## config.mk

```make
export PLATFORM = sky130hd
export DESIGN_NAME = dbps_ctrl
export DESIGN_NICKNAME = d
export VERILOG_FILES = /design/src/rtl/dbps_pkg.sv /design/src/rtl/dbps_ctrl.sv
export VERILOG_INCLUDE_DIRS = /design/src /design/src/rtl
export SDC_FILE = /design/constraint.sdc
export NUM_CORES = 1
export LEC_CHECK = 0
export BUFFER_PORTS_ARGS = -buffer_cell sky130_fd_sc_hd__clkbuf_2
export CAP_MARGIN = 20
export CORE_MARGIN = 4
export CORE_UTILIZATION = 40
export CTS_BUF_LIST = sky130_fd_sc_hd__clkbuf_16
export DETAILED_ROUTE_END_ITERATION = 16
export PLACE_DENSITY = 0.71
export SLEW_MARGIN = 20
export SYNTH_ARGS = -nofsm -noshare
export SYNTH_HDL_FRONTEND = slang
export SYNTH_SLANG_ARGS = --single-unit
```

## constraint.sdc

```tcl
create_clock -name clk_i -period 3.2 [get_ports clk_i]
set_input_delay 0.32 -clock clk_i [delete_from_list [all_inputs] [get_ports clk_i]]
set_output_delay 0.32 -clock clk_i [all_outputs]
set_load 0.01 [all_outputs]
```

## src/rtl/disk_body_physics_step_core_defines.svh

```systemverilog
// ----------------------------------------------------------------------------
// disk body physics step core: assertion macros
// shared clocked assertion forms for the rtl
// ----------------------------------------------------------------------------
`ifndef DISK_BODY_PHYSICS_STEP_CORE_DEFINES_SVH
`define DISK_BODY_PHYSICS_STEP_CORE_DEFINES_SVH

// assertion on an explicit clock and active-low reset
`define DBPS_ASSERT_CLK(lbl, clk, rstn, prop, msg) \
  lbl: assert property (@(posedge clk) disable iff (!rstn) prop) else $error(msg);

// assertion on the block clock and reset
`define DBPS_ASSERT(lbl, prop, msg) `DBPS_ASSERT_CLK(lbl, clk_i, rst_ni, prop, msg)

`endif

```

## src/rtl/dbps_pkg.sv

```systemverilog
// ----------------------------------------------------------------------------
// dbps_pkg
// types, constants, microprogram and arithmetic helpers of the disk body core
// ----------------------------------------------------------------------------
package dbps_pkg;

  localparam int NUM_BODIES_DEF = 8;

  // item kinds
  localparam logic [1:0] ACT_LOAD    = 2'd0;
  localparam logic [1:0] ACT_TICK    = 2'd1;
  localparam logic [1:0] ACT_COLLIDE = 2'd2;

  // register indexes
  localparam logic [1:0] CFG_FIELD_W  = 2'd0;
  localparam logic [1:0] CFG_FIELD_H  = 2'd1;
  localparam logic [1:0] CFG_FRICTION = 2'd2;
  localparam logic [1:0] CFG_REST     = 2'd3;

  localparam logic [11:0] FIELD_W_RST  = 12'd800;
  localparam logic [11:0] FIELD_H_RST  = 12'd600;
  localparam logic [15:0] FRICTION_RST = 16'd64225;
  localparam logic [14:0] REST_RST     = 15'd64;

  // fixed-point gains, q0.16
  localparam logic signed [21:0] K_WALL_SPIN = 22'sd20972;
  localparam logic signed [21:0] K_ANG_FRIC  = 22'sd64881;
  localparam logic signed [21:0] K_DAMP      = 22'sd52429;
  localparam logic signed [21:0] K_HIT_SPIN  = 22'sd5243;
  localparam logic signed [15:0] K_SPIN_SNAP = 16'sd41;

  localparam int IN_DATA_W  = 96;
  localparam int OUT_DATA_W = 112;

  typedef struct packed {
    logic signed [19:0] x;
    logic signed [19:0] y;
    logic signed [15:0] vx;
    logic signed [15:0] vy;
    logic signed [15:0] sp;
    logic        [15:0] ang;
    logic        [15:0] rad;
  } body_t;

  typedef enum logic [5:0] {
    OP_LOAD, OP_RD_A, OP_LD_A, OP_LD_B,
    OP_T_LEFT, OP_T_RIGHT, OP_T_TOP, OP_T_BOT,
    OP_T_FX, OP_T_FY, OP_T_FS, OP_T_SNAP, OP_T_INT,
    OP_C_D, OP_C_SQX, OP_C_SQY, OP_C_CHK0, OP_C_SQRT, OP_C_CMP,
    OP_C_DIVX, OP_C_DIVY, OP_C_P1, OP_C_V1, OP_C_P2, OP_C_V2,
    OP_C_EA, OP_C_EB, OP_C_AVX, OP_C_AVY, OP_C_BVX, OP_C_BVY,
    OP_C_ASP, OP_C_BSP, OP_C_PX, OP_C_PY, OP_C_POS,
    OP_WR_A, OP_WR_B, OP_END
  } op_e;

  localparam int PROG_LEN = 44;
  localparam int PC_W     = $clog2(PROG_LEN);

  localparam logic [PC_W-1:0] PC_LOAD = PC_W'(0);
  localparam logic [PC_W-1:0] PC_TICK = PC_W'(2);
  localparam logic [PC_W-1:0] PC_COLL = PC_W'(15);

  // step sequences of the three actions
  localparam op_e PROG [PROG_LEN] = '{
    OP_LOAD, OP_END,
    OP_RD_A, OP_LD_A, OP_T_LEFT, OP_T_RIGHT, OP_T_TOP, OP_T_BOT,
    OP_T_FX, OP_T_FY, OP_T_FS, OP_T_SNAP, OP_T_INT, OP_WR_A, OP_END,
    OP_RD_A, OP_LD_A, OP_LD_B, OP_C_D, OP_C_SQX, OP_C_SQY, OP_C_CHK0,
    OP_C_SQRT, OP_C_CMP, OP_C_DIVX, OP_C_DIVY, OP_C_P1, OP_C_V1,
    OP_C_P2, OP_C_V2, OP_C_EA, OP_C_EB, OP_C_AVX, OP_C_AVY, OP_C_BVX,
    OP_C_BVY, OP_C_ASP, OP_C_BSP, OP_C_PX, OP_C_PY, OP_C_POS,
    OP_WR_A, OP_WR_B, OP_END
  };

  typedef struct packed {
    op_e  op;
    logic step;
    logic accept;
    logic emit_a;
    logic emit_b;
    logic last;
  } cmd_t;

  typedef struct packed {
    logic iter_busy;
    logic iter_done;
    logic d2_zero;
    logic too_far;
    logic out_free;
  } st_t;

  // round half up, then arithmetic shift
  function automatic logic signed [47:0] rnd_shr(input logic signed [47:0] v,
                                                 input int unsigned s);
    logic signed [47:0] half;
    half = 48'sd1 <<< (s - 1);
    return (v + half) >>> s;
  endfunction

  function automatic logic signed [15:0] sat16(input logic signed [47:0] v);
    logic signed [15:0] r;
    if (v > 48'sd32767) r = 16'sh7fff;
    else if (v < -48'sd32768) r = 16'sh8000;
    else r = v[15:0];
    return r;
  endfunction

  function automatic logic signed [19:0] sat20(input logic signed [47:0] v);
    logic signed [19:0] r;
    if (v > 48'sd524287) r = 20'sh7ffff;
    else if (v < -48'sd524288) r = 20'sh80000;
    else r = v[19:0];
    return r;
  endfunction

endpackage

```

## src/rtl/dbps_ctrl.sv

```systemverilog
// ----------------------------------------------------------------------------
// dbps_ctrl
// sequencer: decodes items, steps the microprogram, issues result words
// ----------------------------------------------------------------------------
`include "disk_body_physics_step_core_defines.svh"

module dbps_ctrl #(
  parameter int NUM_BODIES = dbps_pkg::NUM_BODIES_DEF
) (
  input  logic           clk_i,
  input  logic           rst_ni,
  input  logic           in_valid_i,
  output logic           in_ready_o,
  input  logic [1:0]     in_act_i,
  input  logic [2:0]     in_a_i,
  input  logic [2:0]     in_b_i,
  input  dbps_pkg::st_t  st_i,
  output dbps_pkg::cmd_t cmd_o
);
  import dbps_pkg::*;

  typedef enum logic [4:0] {
    S_IDLE   = 5'b00001,
    S_RUN    = 5'b00010,
    S_WAIT   = 5'b00100,
    S_EMIT_A = 5'b01000,
    S_EMIT_B = 5'b10000
  } state_e;

  state_e          state_q, state_d;
  logic [PC_W-1:0] pc_q, pc_d;
  logic            pair_q, pair_d;
  logic            acc, a_ok, b_ok, is_iter;
  op_e             op;

  assign op      = PROG[pc_q];
  assign is_iter = (op == OP_C_SQRT) || (op == OP_C_DIVX) || (op == OP_C_DIVY);
  assign a_ok    = 32'(in_a_i) < NUM_BODIES;
  assign b_ok    = 32'(in_b_i) < NUM_BODIES;
  assign in_ready_o = (state_q == S_IDLE);
  assign acc     = in_valid_i && in_ready_o;

  // next state
  always_comb begin
    state_d = state_q;
    pc_d    = pc_q;
    pair_d  = pair_q;
    unique case (state_q)
      S_IDLE: if (acc) begin
        priority if (in_act_i == ACT_LOAD && a_ok) begin
          pc_d = PC_LOAD; pair_d = 1'b0; state_d = S_RUN;
        end else if (in_act_i == ACT_TICK && a_ok) begin
          pc_d = PC_TICK; pair_d = 1'b0; state_d = S_RUN;
        end else if (in_act_i == ACT_COLLIDE && a_ok && b_ok) begin
          pc_d = PC_COLL; pair_d = 1'b1; state_d = S_RUN;
        end else begin
          state_d = S_IDLE;
        end
      end
      S_RUN: begin
        if (is_iter) state_d = S_WAIT;
        else if ((op == OP_C_CHK0 && st_i.d2_zero) || (op == OP_C_CMP && st_i.too_far) ||
                 op == OP_END) state_d = S_EMIT_A;
        else pc_d = pc_q + 1'b1;
      end
      S_WAIT: if (st_i.iter_done) begin
        pc_d    = pc_q + 1'b1;
        state_d = S_RUN;
      end
      S_EMIT_A: if (st_i.out_free) state_d = pair_q ? S_EMIT_B : S_IDLE;
      S_EMIT_B: if (st_i.out_free) state_d = S_IDLE;
      default: state_d = S_IDLE;
    endcase
  end

  always_ff @(posedge clk_i or negedge rst_ni) begin
    if (!rst_ni) begin
      state_q <= S_IDLE;
      pc_q    <= '0;
      pair_q  <= 1'b0;
    end else begin
      state_q <= state_d;
      pc_q    <= pc_d;
      pair_q  <= pair_d;
    end
  end

  // commands to the datapath
  assign cmd_o.op     = op;
  assign cmd_o.step   = (state_q == S_RUN);
  assign cmd_o.accept = acc;
  assign cmd_o.emit_a = (state_q == S_EMIT_A) && st_i.out_free;
  assign cmd_o.emit_b = (state_q == S_EMIT_B) && st_i.out_free;
  assign cmd_o.last   = (state_q == S_EMIT_B) || !pair_q;

  // checks
  `DBPS_ASSERT(a_wait_work, (state_q == S_WAIT) |-> (st_i.iter_busy || st_i.iter_done), "wait without work")
  `DBPS_ASSERT(a_iter_start, (state_q == S_RUN && is_iter) |=> st_i.iter_busy, "unit not started")
  `DBPS_ASSERT(a_second_pair, (state_q == S_EMIT_B) |-> pair_q, "second word without pair")

endmodule

```

==> tab_implementation.tex <==
\begin{tabular}{lr}
\hline
Metric & Value \\
\hline
\multicolumn{2}{l}{\textbf{Clock tree}} \\
\quad Clock insertion delay at the later pin of the skew report & 0.24 ns \\
\quad Max Buffers Root-to-Sink & 2 \\
\quad Number of sinks on the clock net & 12 \\
\quad Clk slew on worst S/H paths & 0.04 ns \\
\quad Root Buffer & clkbuf\_16 \\
\quad Cts bufs inserted & 3 \\
\quad Total number of H-tree levels & 1 \\
\quad CTS tree & yes \\
\quad Count of buffers added by post-CTS timing repair for setup & 0 \\
\multicolumn{2}{l}{\textbf{Yosys}} \\
\quad Number of distinct library cells after synthesis & 58 \\
\quad Post-synthesis adder-cell area fraction & 0.0948 \\
\quad Synth warnings & 0 \\
\quad Sequential element share of the synthesized area & 0.208 \\
\quad Fraction of synthesized area in multiplexers & 0.0707 \\
\quad Xor and xnor fraction of the mapped netlist area & 0.00603 \\
\quad Largest family of logic cells by synthesized area & simple AND/OR/NAND/NOR gates \\
\quad Count of state elements after synthesis & 12 \\
\quad Combined area of all synthesized cells & 1450 um2 \\
\quad Most used flip-flop cell after synthesis & dfrtp\_1 \\
\quad Share of flip-flops with an asynchronous set or reset after synthesis & 1.00 \\
\quad Compound-gate portion of the synthesized area & 0.263 \\
\quad Syn avg cell area & 8.34 um2 \\
\quad Basic-gate share of the synthesized area counting and, or, nand and nor cells & 0.269 \\
\quad Syn Nets & 201 \\
\quad Post-Syn Instances & 174 \\
\quad EDFF count, synth & 0 \\
\multicolumn{2}{l}{\textbf{GRT}} \\
\quad Global-route wire length before repair & 5710 um \\
\quad Total Routing Usage GR & 0.162 \\
\quad Gr ovfl total & 0 \\
\quad Via count of the first global-routing pass & 1200 \\
\quad Maximum number of pins on one net before global-route repair & 19 \\
\quad Initial antenna violation count & 0 \\
\multicolumn{2}{l}{\textbf{Hold path}} \\
\quad Worst Hold Depth & 2 \\
\quad Worst min-delay path category & input port to flop \\
\quad Sink of the worst hold path & state\_q[3]\$\_DFFE\_PN0P\_ \\
\quad Worst Hold Launch & st\_i[0] \\
\multicolumn{2}{l}{\textbf{Finish}} \\
\quad Ratio of cells with drive above 1 in the final layout & 0.233 \\
\quad Share of the core filled with cells & 0.479 \\
\quad NumNets Final & 221 \\
\quad Leading cell types in the layout, fill and taps excluded & clkbuf\_2, inv\_1, nand2\_1 \\
\quad Most frequent standard cell in the layout excluding fill and tap cells & clkbuf\_2 \\
\quad \# diodes & 0 \\
\quad Synthesis-to-layout area growth & 12.8\% \\
\quad Number of fill cells in the layout & 364 \\
\multicolumn{2}{l}{\textbf{Timing}} \\
\quad Setup skew after layout & 0.00224 ns \\
\quad Final worst-path cycle share & 0.864 \\
\quad Worst relative slew slack & 0.542 \\
\quad Final total negative setup slack & 0 ns \\
\quad Pin slew with the least headroom to its limit & 0.681 ns \\
\quad Unrepaired setup endpoints after global routing & false \\
\quad Hold violation total from the final report & 0 \\
\quad Final Slew Violations & 0 \\
\quad Total of endpoints with negative setup slack in the final report & 0 \\
\quad Min cycle time layout & 2.76 ns \\
\quad Maximum achievable frequency & 0.362 GHz \\
\multicolumn{2}{l}{\textbf{Power}} \\
\quad Leakage component of the power & 0.750 nW \\
\quad Part of the total power dissipated in combinational logic & 0.669 \\
\quad Net Sw Power & 0.825 mW \\
\quad Fraction of power spent switching nets & 0.479 \\
\quad Sequential share of power & 0.196 \\
\quad Power per Cell Area & 1050 nW/um2 \\
\quad Maximum VDD drop & 477 uV \\
\quad Internal & 0.898 mW \\
\quad Share of total power in the clock network & 0.134 \\
\multicolumn{2}{l}{\textbf{Run}} \\
\quad Max-capacitance violation count & 0 \\
\multicolumn{2}{l}{\textbf{Worst setup path}} \\
\quad Max FO, Critical Path & 11 \\
\quad Kind of capture point of the worst setup path & flop \\
\quad Worst r2r src & pc\_q[0]\$\_DFFE\_PN0P\_ \\
\quad Number of cells traversed by the worst register-to-register path & 9 \\
\quad Critical path start-end classification & flop to flop \\
\quad Arrival time reported for the critical path endpoint & 2.89 ns \\
\quad R2r setup slk & 0.44 ns \\
\quad Crit path launch type & flop \\
\quad Worst endpoint required time & 3.32 ns \\
\quad Worst flop-to-flop path endpoint & pc\_q[0]\$\_DFFE\_PN0P\_ \\
\multicolumn{2}{l}{\textbf{Drt}} \\
\quad Routed wirelength normalized by instance count & 13.8 um \\
\quad Count of unresolved DRC violations after routing & 0 \\
\quad Vias & 1327 \\
\quad DRT antenna net count & 0 \\
\quad Vias per std cell & 5.55 \\
\quad Final wirelength & 3290 um \\
\quad Initial DRC Count & 117 \\
\quad Total iterations of the first detailed-routing run & 4 \\
\multicolumn{2}{l}{\textbf{Place}} \\
\quad Final GP Congestion & 0.831 \\
\quad HPWL reported at the end of detailed placement & 2540 um \\
\quad Total of buffers placed on input and output ports & 20 \\
\multicolumn{2}{l}{\textbf{Floorplanning}} \\
\quad Die area & 4660 um2 \\
\quad Placeable Area & 3420 um2 \\
\quad Die boundary height & 68.2 um \\
\quad Die span in x & 68.2 um \\
\quad Row count & 21 \\
\quad Initial core utilization & 0.425 \\
\quad Top Ports & 28 \\
\multicolumn{2}{l}{\textbf{Status}} \\
\quad Run status & completed \\
\hline
\end{tabular}
## through the flow
stage                     hold slack, ns  instances  cell area, um2  worst slack, ns  power (mW)
final                              0.317        239            1640            0.436        1.72
after global routing               0.327        239            1640            0.261        1.90
after CTS                          0.310        239            1640            0.429        1.74
after detailed placement           0.231        234            1550            0.440        1.50
after global placement             0.226        234            1550            0.463        1.49
after floorplan                   0.0244        174            1450            0.709        1.27
## cell usage after synthesis, types with 3 or more instances
cell      instances  area share
o21ai_0          11       0.038
a21oi_1          10       0.034
nand3b_1          4       0.021
inv_1            12       0.031
nor3_1            7       0.024
mux2i_1           5       0.034
ha_1             11       0.095
nor2_1           10       0.026
buf_6             6       0.047
o21ai_1           5       0.017
nand2_1          13       0.034
dfrtp_1          11        0.19
nand2b_1          3       0.013
nand3_1           7       0.024
nor2b_1           4       0.017
## logic make-up after synthesis
kind of cell | count (synthesis)
compound gates | 53
xor+xnor | 1
mux | 9
flops | 12
fa+ha+maj | 11
simple gates | 67
buf+inv | 21
## state kept, by name (all words and copies together), names as in the netlist
register / cells
pair_q: 1
pc_q: 6
state_q: 5
## critical path, cell delays in order (launching register included)
cell and delay [ns]:
dfrtp_1 0.52, inv_1 0.15, ha_1 0.26, and2_2 0.22, o211a_1 0.23, o31ai_2 0.34
or3_1 0.19, o22ai_2 0.11, a21boi_4 0.29, mux2_4 0.33
## worst max path at each step
stage                        startpoint                   to  depth (start not counted)
finish              pc_q[0]$_DFFE_PN0P_  pc_q[0]$_DFFE_PN0P_                          9
global route        pc_q[0]$_DFFE_PN0P_  pc_q[0]$_DFFE_PN0P_                          9
CTS                 pc_q[0]$_DFFE_PN0P_  pc_q[0]$_DFFE_PN0P_                          9
detailed placement  pc_q[0]$_DFFE_PN0P_  pc_q[0]$_DFFE_PN0P_                          9
global placement    pc_q[0]$_DFFE_PN0P_  pc_q[0]$_DFFE_PN0P_                          9
floorplan           pc_q[0]$_DFFE_PN0P_  pc_q[0]$_DFFE_PN0P_                          9
## area by class of cell
cell class	count	area (um2)	area share
clock inverter	1	3.75	0.00229
sequential	12	302	0.184
tap	46	57.6	0.0352
multi-input combinational	141	1020	0.624
inverter	12	45.0	0.0275
timing repair buffer	24	133	0.0810
clock buffer	3	75.1	0.0459
## power groups by stage
stage / clock network [mW] / registers, mW / logic [mW]
after floorplan: 0 / 0.269 / 1.00
after global placement: 0 / 0.336 / 1.15
after detailed placement: 0 / 0.339 / 1.16
after CTS: 0.238 / 0.337 / 1.17
after global routing: 0.246 / 0.354 / 1.30
final: 0.231 / 0.339 / 1.15
## layer usage
| metal | track usage | up-vias | wire (um) |
|---|---|---|---|
| li1 | - | 678 | - |
| met1 | 0.230 | 611 | 1640 |
| met4 | 0.0447 | 0 | 40 |
| met5 | 0 | - | 0 |
| met2 | 0.244 | 33 | 1450 |
| met3 | 0.0345 | 5 | 166 |
## repair_timing
action,4_1_cts,5_1_grt
resized for setup,0,0
setup endpoints to repair,0,0
endpoints found under the hold margin,11,0
hold buffers,1,0
Power figures use the tool's default switching activity.
